### config.mk
export PLATFORM = sky130hd
export DESIGN_NAME = printable_run_extractor_unit
export DESIGN_NICKNAME = d
export VERILOG_FILES = /design/src/rtl/pre_pkg.sv /design/src/rtl/pre_run_ram.sv /design/src/rtl/pre_out_reg.sv /design/src/rtl/printable_run_extractor_unit.sv
export SDC_FILE = /design/constraint.sdc
export NUM_CORES = 1
export LEC_CHECK = 0
export BUFFER_PORTS_ARGS = -buffer_cell sky130_fd_sc_hd__buf_2
export CAP_MARGIN = 20
export CORE_ASPECT_RATIO = 1.2
export CORE_MARGIN = 4
export CORE_UTILIZATION = 46
export CTS_CLUSTER_DIAMETER = 200
export DETAILED_ROUTE_END_ITERATION = 10
export GPL_ROUTABILITY_DRIVEN = 0
export PLACE_DENSITY_LB_ADDON = 0.08
export SLEW_MARGIN = 20
export SYNTH_ARGS = -nofsm -noshare
export SYNTH_HDL_FRONTEND = slang
export SYNTH_HIERARCHICAL = 1
export SYNTH_SLANG_ARGS = --single-unit
### constraint.sdc
create_clock -name clk -period 8.6 [get_ports clk]
set_input_delay 1.72 -clock clk [delete_from_list [all_inputs] [get_ports clk]]
set_output_delay 1.72 -clock clk [all_outputs]
set_load 0.05 [all_outputs]
### src/rtl/pre_pkg.sv
// shared types, constants and helpers for the printable run extractor
// no dependencies; every other file in rtl/ uses it by scoped names
package pre_pkg;

	localparam int RunBufDepth = 32;
	localparam int OffsetW     = 48;
	localparam int MinW        = 6;
	localparam int CntW        = $clog2(RunBufDepth + 1);
	localparam int AddrW       = $clog2(RunBufDepth);

	localparam logic [MinW-1:0] MIN_RESET = MinW'(4);

	localparam logic [7:0] PRINT_LO = 8'h20;
	localparam logic [7:0] PRINT_HI = 8'h7e;
	localparam logic [7:0] BYTE_TAB = 8'h09;

	localparam logic KIND_TEXT   = 1'b0;
	localparam logic KIND_MARKER = 1'b1;

	typedef struct packed {
		logic [7:0] data_byte;
		logic       end_of_source;
	} item_t;

	typedef struct packed {
		logic               record_kind;
		logic [7:0]         text_byte;
		logic [OffsetW-1:0] start_offset;
		logic               run_start;
		logic               last_result;
	} result_t;

	// minimum clamped to 1..RunBufDepth
	function automatic logic [CntW-1:0] eff_min(input logic [MinW-1:0] m);
		logic [MinW+CntW-1:0] m_ext;
		m_ext = {{CntW{1'b0}}, m};
		if (m == '0)
			return CntW'(1);
		else if (m_ext > (MinW+CntW)'(RunBufDepth))
			return CntW'(RunBufDepth);
		else
			return CntW'(m_ext);
	endfunction

endpackage

### src/rtl/pre_run_ram.sv
// run buffer: single write port, single read port, registered read data
// depends on pre_pkg for depth and address width
module pre_run_ram (
	input  logic                       clk,
	input  logic                       we,
	input  logic [pre_pkg::AddrW-1:0]  waddr,
	input  logic [7:0]                 wdata,
	input  logic                       re,
	input  logic [pre_pkg::AddrW-1:0]  raddr,
	output logic [7:0]                 rdata
);

	logic [7:0] mem [pre_pkg::RunBufDepth];
	logic [7:0] rd_data_q;

	always_ff @(posedge clk) begin
		if (we)
			mem[waddr] <= wdata;
	end

	// read data holds until the next read
	always_ff @(posedge clk) begin
		if (re)
			rd_data_q <= mem[raddr];
	end

	assign rdata = rd_data_q;

endmodule

### src/rtl/pre_out_reg.sv
// output register of the result channel, decouples the scan from a stalled sink
// depends on pre_pkg for the result type
module pre_out_reg (
	input  logic             clk,
	input  logic             arst_n,
	input  logic             load,
	input  pre_pkg::result_t d,
	output logic             ready,
	output logic             result_valid,
	input  logic             result_stall,
	output pre_pkg::result_t result
);

	logic             valid_q;
	pre_pkg::result_t data_q;

	assign ready = !valid_q || !result_stall;

	always_ff @(posedge clk or negedge arst_n) begin
		if (!arst_n) begin
			valid_q <= 1'b0;
		end else if (ready) begin
			valid_q <= load;
		end
	end

	always_ff @(posedge clk) begin
		if (ready && load)
			data_q <= d;
	end

	assign result_valid = valid_q;
	assign result       = data_q;

endmodule

### src/rtl/printable_run_extractor_unit.sv
// printable run extractor: each item is accepted, then evaluated, and the next item is
// taken only once the unit is idle again; the evaluate step loads its result into the output register
// when a run reaches the minimum, its n buffered bytes leave one by one, each with
// one buffer read and then one output load, before the next item is taken;
// reset clears control state and the offsets and sets the minimum to 4;
// the run buffer is not cleared, only bytes written in the current run are read
module printable_run_extractor_unit (
	input  logic                        clk,
	input  logic                        arst_n,
	input  logic                        item_valid,
	output logic                        item_stall,
	input  pre_pkg::item_t              item,
	output logic                        result_valid,
	input  logic                        result_stall,
	output pre_pkg::result_t            result,
	input  logic                        cfg_we,
	input  logic [pre_pkg::MinW-1:0]    cfg_wdata
);

	typedef enum logic [3:0] {
		ST_IDLE     = 4'b0001,
		ST_EVAL     = 4'b0010,
		ST_BURST_RD = 4'b0100,
		ST_BURST_WR = 4'b1000
	} state_t;

	state_t                          state_q, state_d;
	pre_pkg::item_t                  item_q;
	logic [pre_pkg::MinW-1:0]        min_q;
	logic [pre_pkg::CntW-1:0]        count_q, count_d;
	logic [pre_pkg::CntW-1:0]        idx_q, idx_d;
	logic                            emitting_q, emitting_d;
	logic [pre_pkg::OffsetW-1:0]     start_off_q, start_off_d;
	logic [pre_pkg::OffsetW-1:0]     src_off_q, src_off_d;
	logic [pre_pkg::OffsetW-1:0]     src_off_inc;
	logic [pre_pkg::CntW-1:0]        new_count;
	logic                            printable;
	logic                            ram_we, ram_re;
	logic [7:0]                      ram_rdata;
	logic                            out_ready, out_load;
	pre_pkg::result_t                out_d;
	logic                            accept;

	assign item_stall = (state_q != ST_IDLE);
	assign accept     = item_valid && !item_stall;

	assign printable = (item_q.data_byte inside {[pre_pkg::PRINT_LO:pre_pkg::PRINT_HI],
		pre_pkg::BYTE_TAB});

	// offset saturates at all ones
	assign src_off_inc = (&src_off_q) ? src_off_q : src_off_q + pre_pkg::OffsetW'(1);

	assign new_count = (count_q < pre_pkg::CntW'(pre_pkg::RunBufDepth)) ?
		count_q + pre_pkg::CntW'(1) : count_q;

	always_comb begin
		state_d     = state_q;
		count_d     = count_q;
		idx_d       = idx_q;
		emitting_d  = emitting_q;
		start_off_d = start_off_q;
		src_off_d   = src_off_q;
		ram_we      = 1'b0;
		ram_re      = 1'b0;
		out_load    = 1'b0;
		out_d       = '{record_kind: pre_pkg::KIND_MARKER, text_byte: 8'h00,
			start_offset: start_off_q, run_start: 1'b0, last_result: 1'b1};

		case (state_q)
			ST_IDLE: begin
				if (accept)
					state_d = ST_EVAL;
			end
			ST_EVAL: begin
				if (item_q.end_of_source || !printable) begin
					// close the run; a reported run gets its marker
					if (!emitting_q || out_ready) begin
						out_load   = emitting_q;
						count_d    = '0;
						emitting_d = 1'b0;
						src_off_d  = item_q.end_of_source ? '0 : src_off_inc;
						state_d    = ST_IDLE;
					end
				end else if (emitting_q) begin
					out_d.record_kind = pre_pkg::KIND_TEXT;
					out_d.text_byte   = item_q.data_byte;
					if (out_ready) begin
						out_load  = 1'b1;
						src_off_d = src_off_inc;
						state_d   = ST_IDLE;
					end
				end else begin
					if (count_q == '0)
						start_off_d = src_off_q;
					ram_we    = (count_q < pre_pkg::CntW'(pre_pkg::RunBufDepth));
					count_d   = new_count;
					src_off_d = src_off_inc;
					idx_d     = '0;
					if (new_count >= pre_pkg::eff_min(min_q))
						state_d = ST_BURST_RD;
					else
						state_d = ST_IDLE;
				end
			end
			ST_BURST_RD: begin
				ram_re  = 1'b1;
				state_d = ST_BURST_WR;
			end
			ST_BURST_WR: begin
				out_d.record_kind = pre_pkg::KIND_TEXT;
				out_d.text_byte   = ram_rdata;
				out_d.run_start   = (idx_q == '0);
				out_d.last_result = (idx_q + pre_pkg::CntW'(1) == count_q);
				if (out_ready) begin
					out_load = 1'b1;
					if (out_d.last_result) begin
						count_d    = '0;
						emitting_d = 1'b1;
						state_d    = ST_IDLE;
					end else begin
						idx_d   = idx_q + pre_pkg::CntW'(1);
						state_d = ST_BURST_RD;
					end
				end
			end
			default: begin
				state_d = ST_IDLE;
			end
		endcase
	end

	always_ff @(posedge clk or negedge arst_n) begin
		if (!arst_n) begin
			state_q     <= ST_IDLE;
			min_q       <= pre_pkg::MIN_RESET;
			count_q     <= '0;
			idx_q       <= '0;
			emitting_q  <= 1'b0;
			start_off_q <= '0;
			src_off_q   <= '0;
		end else begin
			state_q     <= state_d;
			count_q     <= count_d;
			idx_q       <= idx_d;
			emitting_q  <= emitting_d;
			start_off_q <= start_off_d;
			src_off_q   <= src_off_d;
			if (cfg_we)
				min_q <= cfg_wdata;
		end
	end

	always_ff @(posedge clk) begin
		if (accept)
			item_q <= item;
	end

	pre_run_ram u_ram (
		.clk   (clk),
		.we    (ram_we),
		.waddr (count_q[pre_pkg::AddrW-1:0]),
		.wdata (item_q.data_byte),
		.re    (ram_re),
		.raddr (idx_q[pre_pkg::AddrW-1:0]),
		.rdata (ram_rdata)
	);

	pre_out_reg u_out (
		.clk          (clk),
		.arst_n       (arst_n),
		.load         (out_load),
		.d            (out_d),
		.ready        (out_ready),
		.result_valid (result_valid),
		.result_stall (result_stall),
		.result       (result)
	);

endmodule
==> metrics.yaml, run 1 <==
place:
  numPortBuffers: 80
  hpwlAfterDp_um: 25600
  dp.cells: 1673
global_routing:
  grt.overflow.total: 0
  grt_util_met2_pct: 31.0
  use_met3_pct: 3.67
  grt_max_degree: 73
  busiest_layer: "met2"
  grt_usage_pct: 18.4
  grt_pass1_vias: 9989
  grt.met1_usage_pct: 23.9
  antenna_found_initial: 0
  grt_pass1_wl_um: 60400
yosys:
  synth.distinct_cells: 69
  synthArstFlopShare_pct: 26.5
  ys_ff_latch: 452
  syn-cell-area_um2: 18500
  yosys_warnings: 6
  synth-seq-area-share_pct: 70.2
  syn_inst: 1091
  synth_nets: 1122
  syn_area_per_cell_um2: 16.9
  synth_edf_count: 332
  synthFlopType: "edfxtp_1"
pwr:
  p_per_area_nw_per_um2: 235
  leakage_uw: 0.00757
  ir_worst_vdd_uv: 163
layout:
  nets: 1219
  drive_gt1_share_pct: 26.5
  area_growth_pct: 12.9
  layout.cells.non_filler: 1749
  n_antenna_cell: 0
worst_setup_path:
  cp.required_ns: 8.80
  worstPathCellList: "nand2_1 > o41a_1 > o31ai_4 > nand2_1 > nor2_1 > or3b_2 > nor2_1"
  worstPathArrival_ns: 4.24
  cp_top_family: "simple AND/OR/NAND/NOR gates"
  critPathBufInv: 0
  slowest_delay_ns: 0.84
  crit_fanout: 16
  endpoint_kind: "flop"
  crit_slowest_cell: "edfxtp_1"
  worst_setup_path_start_kind: "flop"
  worstSetupPathType: "flop to flop"
sta:
  setup_violations: 0
  worst_pin_slew_ns: 1.02
  finalCritPeriodShare_pct: 47.1
  fmax_mhz: 247
  rsz0062_at_grt: "false"
  hold_viol_final: 0
  finClkSkew_ns: 0.0149
  slew_violations: 0
  tns_ns: 0
  period_needed_ns: 4.05
  relSlewSlack_pct: 31.4
clocking:
  cts_buffers: 46
  root_buffer: "clkbuf_16"
  clkLatencyLatePin_ns: 0.57
  clockBufferDepth: 3
  hold_buffers: 0
  postCtsSetupRepairBufs: 0
  cts_tree: "done"
  cts_num_sinks: 452
  post_cts_resized: 0
  htreeDepth: 2
  path_clk_slew_ns: 0.06
drt:
  vias: 9826
  dr.pass1.iters: 5
  drc: 0
  wl_per_cell_um: 22.5
  routed_via_density: 5.62
  first_iter_violations: 523
  wirelength_um: 39400
  antenna_left: 0
die:
  core-area_um2: 39700
  ios: 81
  rows: 80
  initial_utilization_pct: 46.5
  die_h_um: 228
  fp.dieW_um: 191
  dieArea_um2: 43500
outcome:
  status: "finished clean"
job:
  drv_cap: 0
hold_path:
  holdCritPathClass: "flop to flop"
## synthesized netlist by cell type, drive strengths merged (5+ instances only)
| library cell | n | area [µm²] |
|---|---|---|
| mux2 | 62 | 698 |
| xor2 | 17 | 149 |
| a21oi | 27 | 135 |
| a31oi | 5 | 31.3 |
| edfxtp | 332 | 9970 |
| and3 | 14 | 87.6 |
| ha | 11 | 138 |
| and4 | 5 | 45.0 |
| nand3b | 8 | 60.1 |
| nand4 | 17 | 113 |
| o211ai | 10 | 75.1 |
| a32o | 5 | 50.1 |
| nor3 | 13 | 65.1 |
| xnor2 | 21 | 184 |
| nor4 | 10 | 62.6 |
| o21ai | 22 | 110 |
| nor2 | 81 | 304 |
| a22o | 7 | 61.3 |
| mux4 | 80 | 1800 |
| nor4b | 6 | 88.8 |
| nand2 | 51 | 191 |
| o21a | 5 | 37.5 |
| dfrtp | 118 | 2950 |
| or3 | 16 | 100 |
| or4 | 7 | 52.6 |
| buf | 21 | 145 |
| clkbuf | 28 | 105 |
| nand3 | 22 | 110 |
| inv | 14 | 52.6 |
## power by group
group,internal [µW],total [µW],switching (µW)
clock,1050,1840,784
sequential,2470,2540,75.7
combinational,208,533,326
## worst register-to-register path: cells and delay by family, from the launching register on
kind             cells  cell delay (ns)
AO/OA/AOI/OAI        2             0.92
AND/OR/NAND/NOR      5             1.92
flip-flops           1             0.84
## logic make-up (layout without fill, tap and decap cells)
group	count (synthesis)	after routing	synth area share [%]
multiplexers	144	144	13.6
AND/OR/NAND/NOR	272	272	7.83
AO/OA/AOI/OAI	111	111	4.20
adder cells (fa/ha/maj)	11	11	0.744
XOR/XNOR	38	38	1.80
buffers and inverters	63	188	1.64
flip-flops	452	452	70.2
## stage by stage
| stage | hold slack (ns) | power, µW | worst slack, ns | utilization, % | area [µm²] |
|---|---|---|---|---|---|
| floorplan | 0.419 | 2930 | 4.28 | - | 18500 |
| global route | 0.451 | 5120 | 4.35 | 52.5 | 20900 |
| global placement | 0.427 | 3120 | 4.27 | 49.0 | 19500 |
| finish | 0.438 | 4910 | 4.55 | 52.5 | 20900 |
| CTS | 0.441 | 4980 | 4.55 | 52.5 | 20900 |
| detailed placement | 0.427 | 3130 | 4.41 | 49.1 | 19500 |
## area by class of cell
| class | count | area [µm²] |
|---|---|---|
| sequential | 452 | 13000 |
| clock buffer | 58 | 1220 |
| tap | 533 | 667 |
| timing repair buffer | 98 | 558 |
| clock inverter | 18 | 144 |
| multi-input combinational | 576 | 5260 |
| fill | 3261 | 18900 |
| inverter | 14 | 52.6 |
## registers in the layout (all words and copies together) (netlist names)
name                count
count_q                 6
emitting_q              1
idx_q                   6
item_q                  9
min_q                   6
src_off_q              48
start_off_q            48
state_q                 4
u_out/result           59
u_out/result_valid      1
u_ram/mem             256
u_ram/rdata             8
## layout by cell type, fill, tap and decap left out, types with 8 or more instances in the layout
cell / count
a21oi_1: 27
and3_1: 14
buf_2: 79
buf_4: 18
clkbuf_1: 11
clkbuf_16: 47
clkinv_1: 9
dfrtp_1: 116
edfxtp_1: 332
ha_1: 11
inv_1: 14
mux2_2: 60
mux4_2: 80
nand2_1: 51
nand3_1: 22
nand3b_1: 8
nand4_1: 16
nor2_1: 81
nor3_1: 13
nor4_1: 9
o211ai_1: 10
o21ai_0: 20
or3_1: 15
xnor2_1: 21
xor2_1: 17
## per-layer routing
metal  up-vias  share of wire [%]
met5         -                  0
met4         0                3.7
met3        88                5.0
met2       273                 50
met1      4979                 41
li1       4486                  -
## final timing paths
kind	from	end	slack, ns	depth (start not counted)
max	item_q[4]$_DFFE_PP_	u_ram/mem[4][7]$_DFFE_PP_	4.55	7
min	start_off_q[25]$_DFFE_PN0P_	u_out/result[27]$_DFFE_PP_	0.44	0
max reg2reg	item_q[4]$_DFFE_PP_	u_ram/mem[4][7]$_DFFE_PP_	4.55	7
min reg2reg	start_off_q[25]$_DFFE_PN0P_	u_out/result[27]$_DFFE_PP_	0.44	0
max in group asynchronous	arst_n	idx_q[0]$_DFFE_PN0P_	5.98	2
min in group asynchronous	arst_n	start_off_q[11]$_DFFE_PN0P_	1.23	1
No activity file was read; power rests on OpenSTA's default activity.
==> run 2: changes to the inputs <==
--- a/config.mk
+++ b/config.mk
@@ -5,6 +5,7 @@
 export SDC_FILE = /design/constraint.sdc
 export NUM_CORES = 1
 export LEC_CHECK = 0
+export ABC_AREA = 1
 export BUFFER_PORTS_ARGS = -buffer_cell sky130_fd_sc_hd__buf_2
 export CAP_MARGIN = 20
 export CORE_ASPECT_RATIO = 1.2
==> constraint.sdc (replaced) <==
create_clock -name clk -period 3.5 [get_ports clk]
set_input_delay 0.7 -clock clk [delete_from_list [all_inputs] [get_ports clk]]
set_output_delay 0.7 -clock clk [all_outputs]
set_load 0.05 [all_outputs]
==> run 2 against run 1 <==
Die area is 8.1% higher. Largest power group unchanged. Clock power rose to 2.7 times the previous value. Sequential power is 140% higher. Final cell count up 53%. Total power rose by 140%. Via count up 46%. Largest cell class unchanged. Fmax up 35%. First-iteration DRC count rose by 80%. Highest routed layer unchanged. Worst setup slack worse by 4.0 ns. Register-to-register slack worse by 4.0 ns. Synthesized area is 8.4% higher.
==> metrics.yaml, run 2 <==
sta:
  finClkSkew_ns: 0.00958
  relSlewSlack_pct: 45.3
  worst_pin_slew_ns: 0.818
  fmax_mhz: 335
  hold_viol_final: 0
  slew_violations: 0
  finalCritPeriodShare_pct: 85.4
  setup_slack_ns: 0.511
  setup_violations: 0
  period_needed_ns: 2.99
  tns_ns: 0
  rsz0062_at_grt: "false"
  whs_ns: 0.198
worst_setup_path:
  cp.required_ns: 3.70
  worst_setup_path_start_kind: "flop"
  reg2reg_depth: 10
  endpoint_kind: "flop"
  crit_slowest_cell: "nor2_1"
  crit_fanout: 12
  slowest_delay_ns: 0.59
  critPathBufInv: 1
  worstSetupPathType: "flop to flop"
  r2r-end: "u_ram/mem[11][5]$_DFFE_PP_"
  timing.rr.start: "item_q[2]$_DFFE_PP_"
  worstPathCellList: "nor2_1 > nand2_1 > nand2_1 > nand2_1 > nand2_1 > nand3_1 > nor3_1 > nand3_1 > buf_4 > nor2_1"
  worstPathArrival_ns: 3.19
  cp_top_family: "simple AND/OR/NAND/NOR gates"
  r2r_setup_slack_ns: 0.51
  cp_common_cell: "nand2_1"
die:
  fp.dieW_um: 199
  core-area_um2: 43000
  dieArea_um2: 47000
  initial_utilization_pct: 46.6
  die_h_um: 237
  ios: 81
  rows: 83
global_routing:
  grt_max_degree: 66
  busiest_layer: "met2"
  antenna_found_initial: 0
  grt_util_met2_pct: 38.2
  grt_usage_pct: 22.3
  grt.overflow.total: 0
  use_met3_pct: 3.27
  grt.met1_usage_pct: 29.6
  grt_pass1_vias: 14100
  grt_pass1_wl_um: 81400
pwr:
  p_sw_share_pct: 23.6
  p_per_area_nw_per_um2: 530
  comb_power_share_pct: 7.5
  p_int_uw: 9140
  leakage_uw: 0.00918
  ir_worst_vdd_uv: 395
  power.share.clock_pct: 41.7
  p_switching_uw: 2830
  pwr-share-seq_pct: 50.8
yosys:
  synth_top_cell_by_area: "edfxtp_1"
  synthTopCellsByCount: "nand2_1 (681), edfxtp_1 (332), nand3_1 (295)"
  syn_area_per_cell_um2: 10.0
  synthMuxAreaShare_pct: 0.168
  synthArstFlopShare_pct: 26.5
  synth_xor_area_share_pct: 1.18
  syn-cell-area_um2: 20100
  yosys_warnings: 6
  synth_fa_ha_area_share_pct: 0.686
  synthFlopType: "edfxtp_1"
  synth_edf_count: 332
  synth_top_area_share_pct: 49.7
  synth.distinct_cells: 40
  synth_compound_area_share_pct: 3.44
  synth_top_family_by_area: "simple AND/OR/NAND/NOR gates"
  synth_nets: 2035
  synth.area.top_cells: "edfxtp_1 (50%), dfrtp_1 (15%), nand2_1 (13%), nand3_1 (7.4%), nor2_1 (2.7%)"
  synth-seq-area-share_pct: 64.7
  ys_ff_latch: 452
  syn_inst: 2004
  synth-simple-area-share_pct: 24.8
  yosysMostFrequentCell: "nand2_1"
drt:
  routed_via_density: 5.34
  drc: 0
  wirelength_um: 52300
  vias: 14300
  antenna_left: 0
  first_iter_violations: 942
  dr.pass1.iters: 5
  wl_per_cell_um: 19.5
layout:
  n_antenna_cell: 0
  register_area_um2: 13000
  largest_reg_flops: 256
  area_growth_pct: 12.6
  layout_common_cells: "nand2_1 (681), edfxtp_1 (332), nand3_1 (294)"
  drive_gt1_share_pct: 11.1
  nets: 2126
  largest_register: "u_ram/mem"
  mostFrequentLayoutCell: "nand2_1"
  multi_input_area_um2: 6090
  nFillCells: 3894
clocking:
  root_buffer: "clkbuf_16"
  clockBufferDepth: 3
  clkLatencyLatePin_ns: 0.57
  cts_buffers: 45
  path_clk_slew_ns: 0.06
  cts_num_sinks: 452
  htreeDepth: 2
  hold_buffers: 0
  postCtsSetupRepairBufs: 0
  cts_tree: "done"
  post_cts_resized: 0
place:
  hpwlAfterDp_um: 34800
  numPortBuffers: 80
  dpl_worst_slack_ns: 0.622
job:
  drv_cap: 0
hold_path:
  holdCritPathClass: "input pin to async pin"
outcome:
  status: "finished clean"
## run 2: cell types whose count changed in the layout (fill, tap and decap cells not counted), sizes merged, moves of 14 or more
cell | before | now
inv | 15 | 120
nor2 | 81 | 151
a21oi | 27 | 8
xnor2 | 21 | 0
buf | 98 | 129
mux4 | 80 | 0
o21ai | 22 | 113
nand2 | 51 | 684
or3 | 16 | 0
nand3 | 22 | 297
mux2 | 62 | 3
and3 | 14 | 0
## run 2: worst max path at each step
stage / start / end / slack (ns) / depth (start not counted)
floorplan: state_q[2]$_DFFE_PN0P_ / u_out/result[0]$_DFFE_PP_ / 0.30 / 7
global placement: item_q[2]$_DFFE_PP_ / u_ram/mem[6][2]$_DFFE_PP_ / 0.70 / 10
detailed placement: item_q[2]$_DFFE_PP_ / u_ram/mem[6][0]$_DFFE_PP_ / 0.62 / 10
CTS: item_q[2]$_DFFE_PP_ / u_ram/mem[6][5]$_DFFE_PP_ / 0.61 / 10
global route: item_q[2]$_DFFE_PP_ / u_ram/mem[19][2]$_DFFE_PP_ / 0.23 / 10
finish: item_q[2]$_DFFE_PP_ / u_ram/mem[11][5]$_DFFE_PP_ / 0.51 / 10
## run 2: metrics by stage
| step | instances | instance area [µm²] | power (µW) | util [%] |
|---|---|---|---|---|
| floorplan | 2004 | 20100 | 6710 | - |
| global placement | 2600 | 21100 | 7090 | 49.0 |
| detailed placement | 2600 | 21100 | 7100 | 49.0 |
| CTS | 2681 | 22600 | 12100 | 52.5 |
| global route | 2681 | 22600 | 12400 | 52.5 |
| finish | 2681 | 22600 | 12000 | 52.5 |
## run 2: power groups by stage
stage | Combinational (µW) | Sequential [µW] | Clock, µW
4_1_cts | 913 | 6080 | 5110
6_report | 900 | 6080 | 4990
5_1_grt | 1010 | 6100 | 5320
3_5_place_dp | 911 | 6190 | 0
2_1_floorplan | 485 | 6230 | 0
3_3_place_gp | 902 | 6190 | 0
## run 2: cells by family after synthesis
group / after synthesis
fa+ha+maj: 11
buf+inv: 205
compound gates: 128
flops: 452
mux: 3
xor+xnor: 27
simple gates: 1178
## run 2: worst register-to-register path: stages, from the launching register on
cell and delay [ns]:
edfxtp_1 0.54, nor2_1 0.14, nand2_1 0.06, nand2_1 0.05
nand2_1 0.05, nand2_1 0.14, nand3_1 0.12, nor3_1 0.54
nand3_1 0.16, buf_4 0.23, nor2_1 0.60
## run 2: final cells by class
type | count | area share, %
multi-input combinational | 1347 | 27.0
clock inverter | 30 | 1.45
clock buffer | 51 | 5.28
sequential | 452 | 57.5
timing repair buffer | 129 | 3.69
tap | 552 | 3.06
inverter | 120 | 2.01
## run 2: routing by layer
metal	up-vias	part of all wire, %
li1	6931	-
met1	6877	42
met2	402	50
met3	105	4.9
met4	0	2.8
met5	-	0
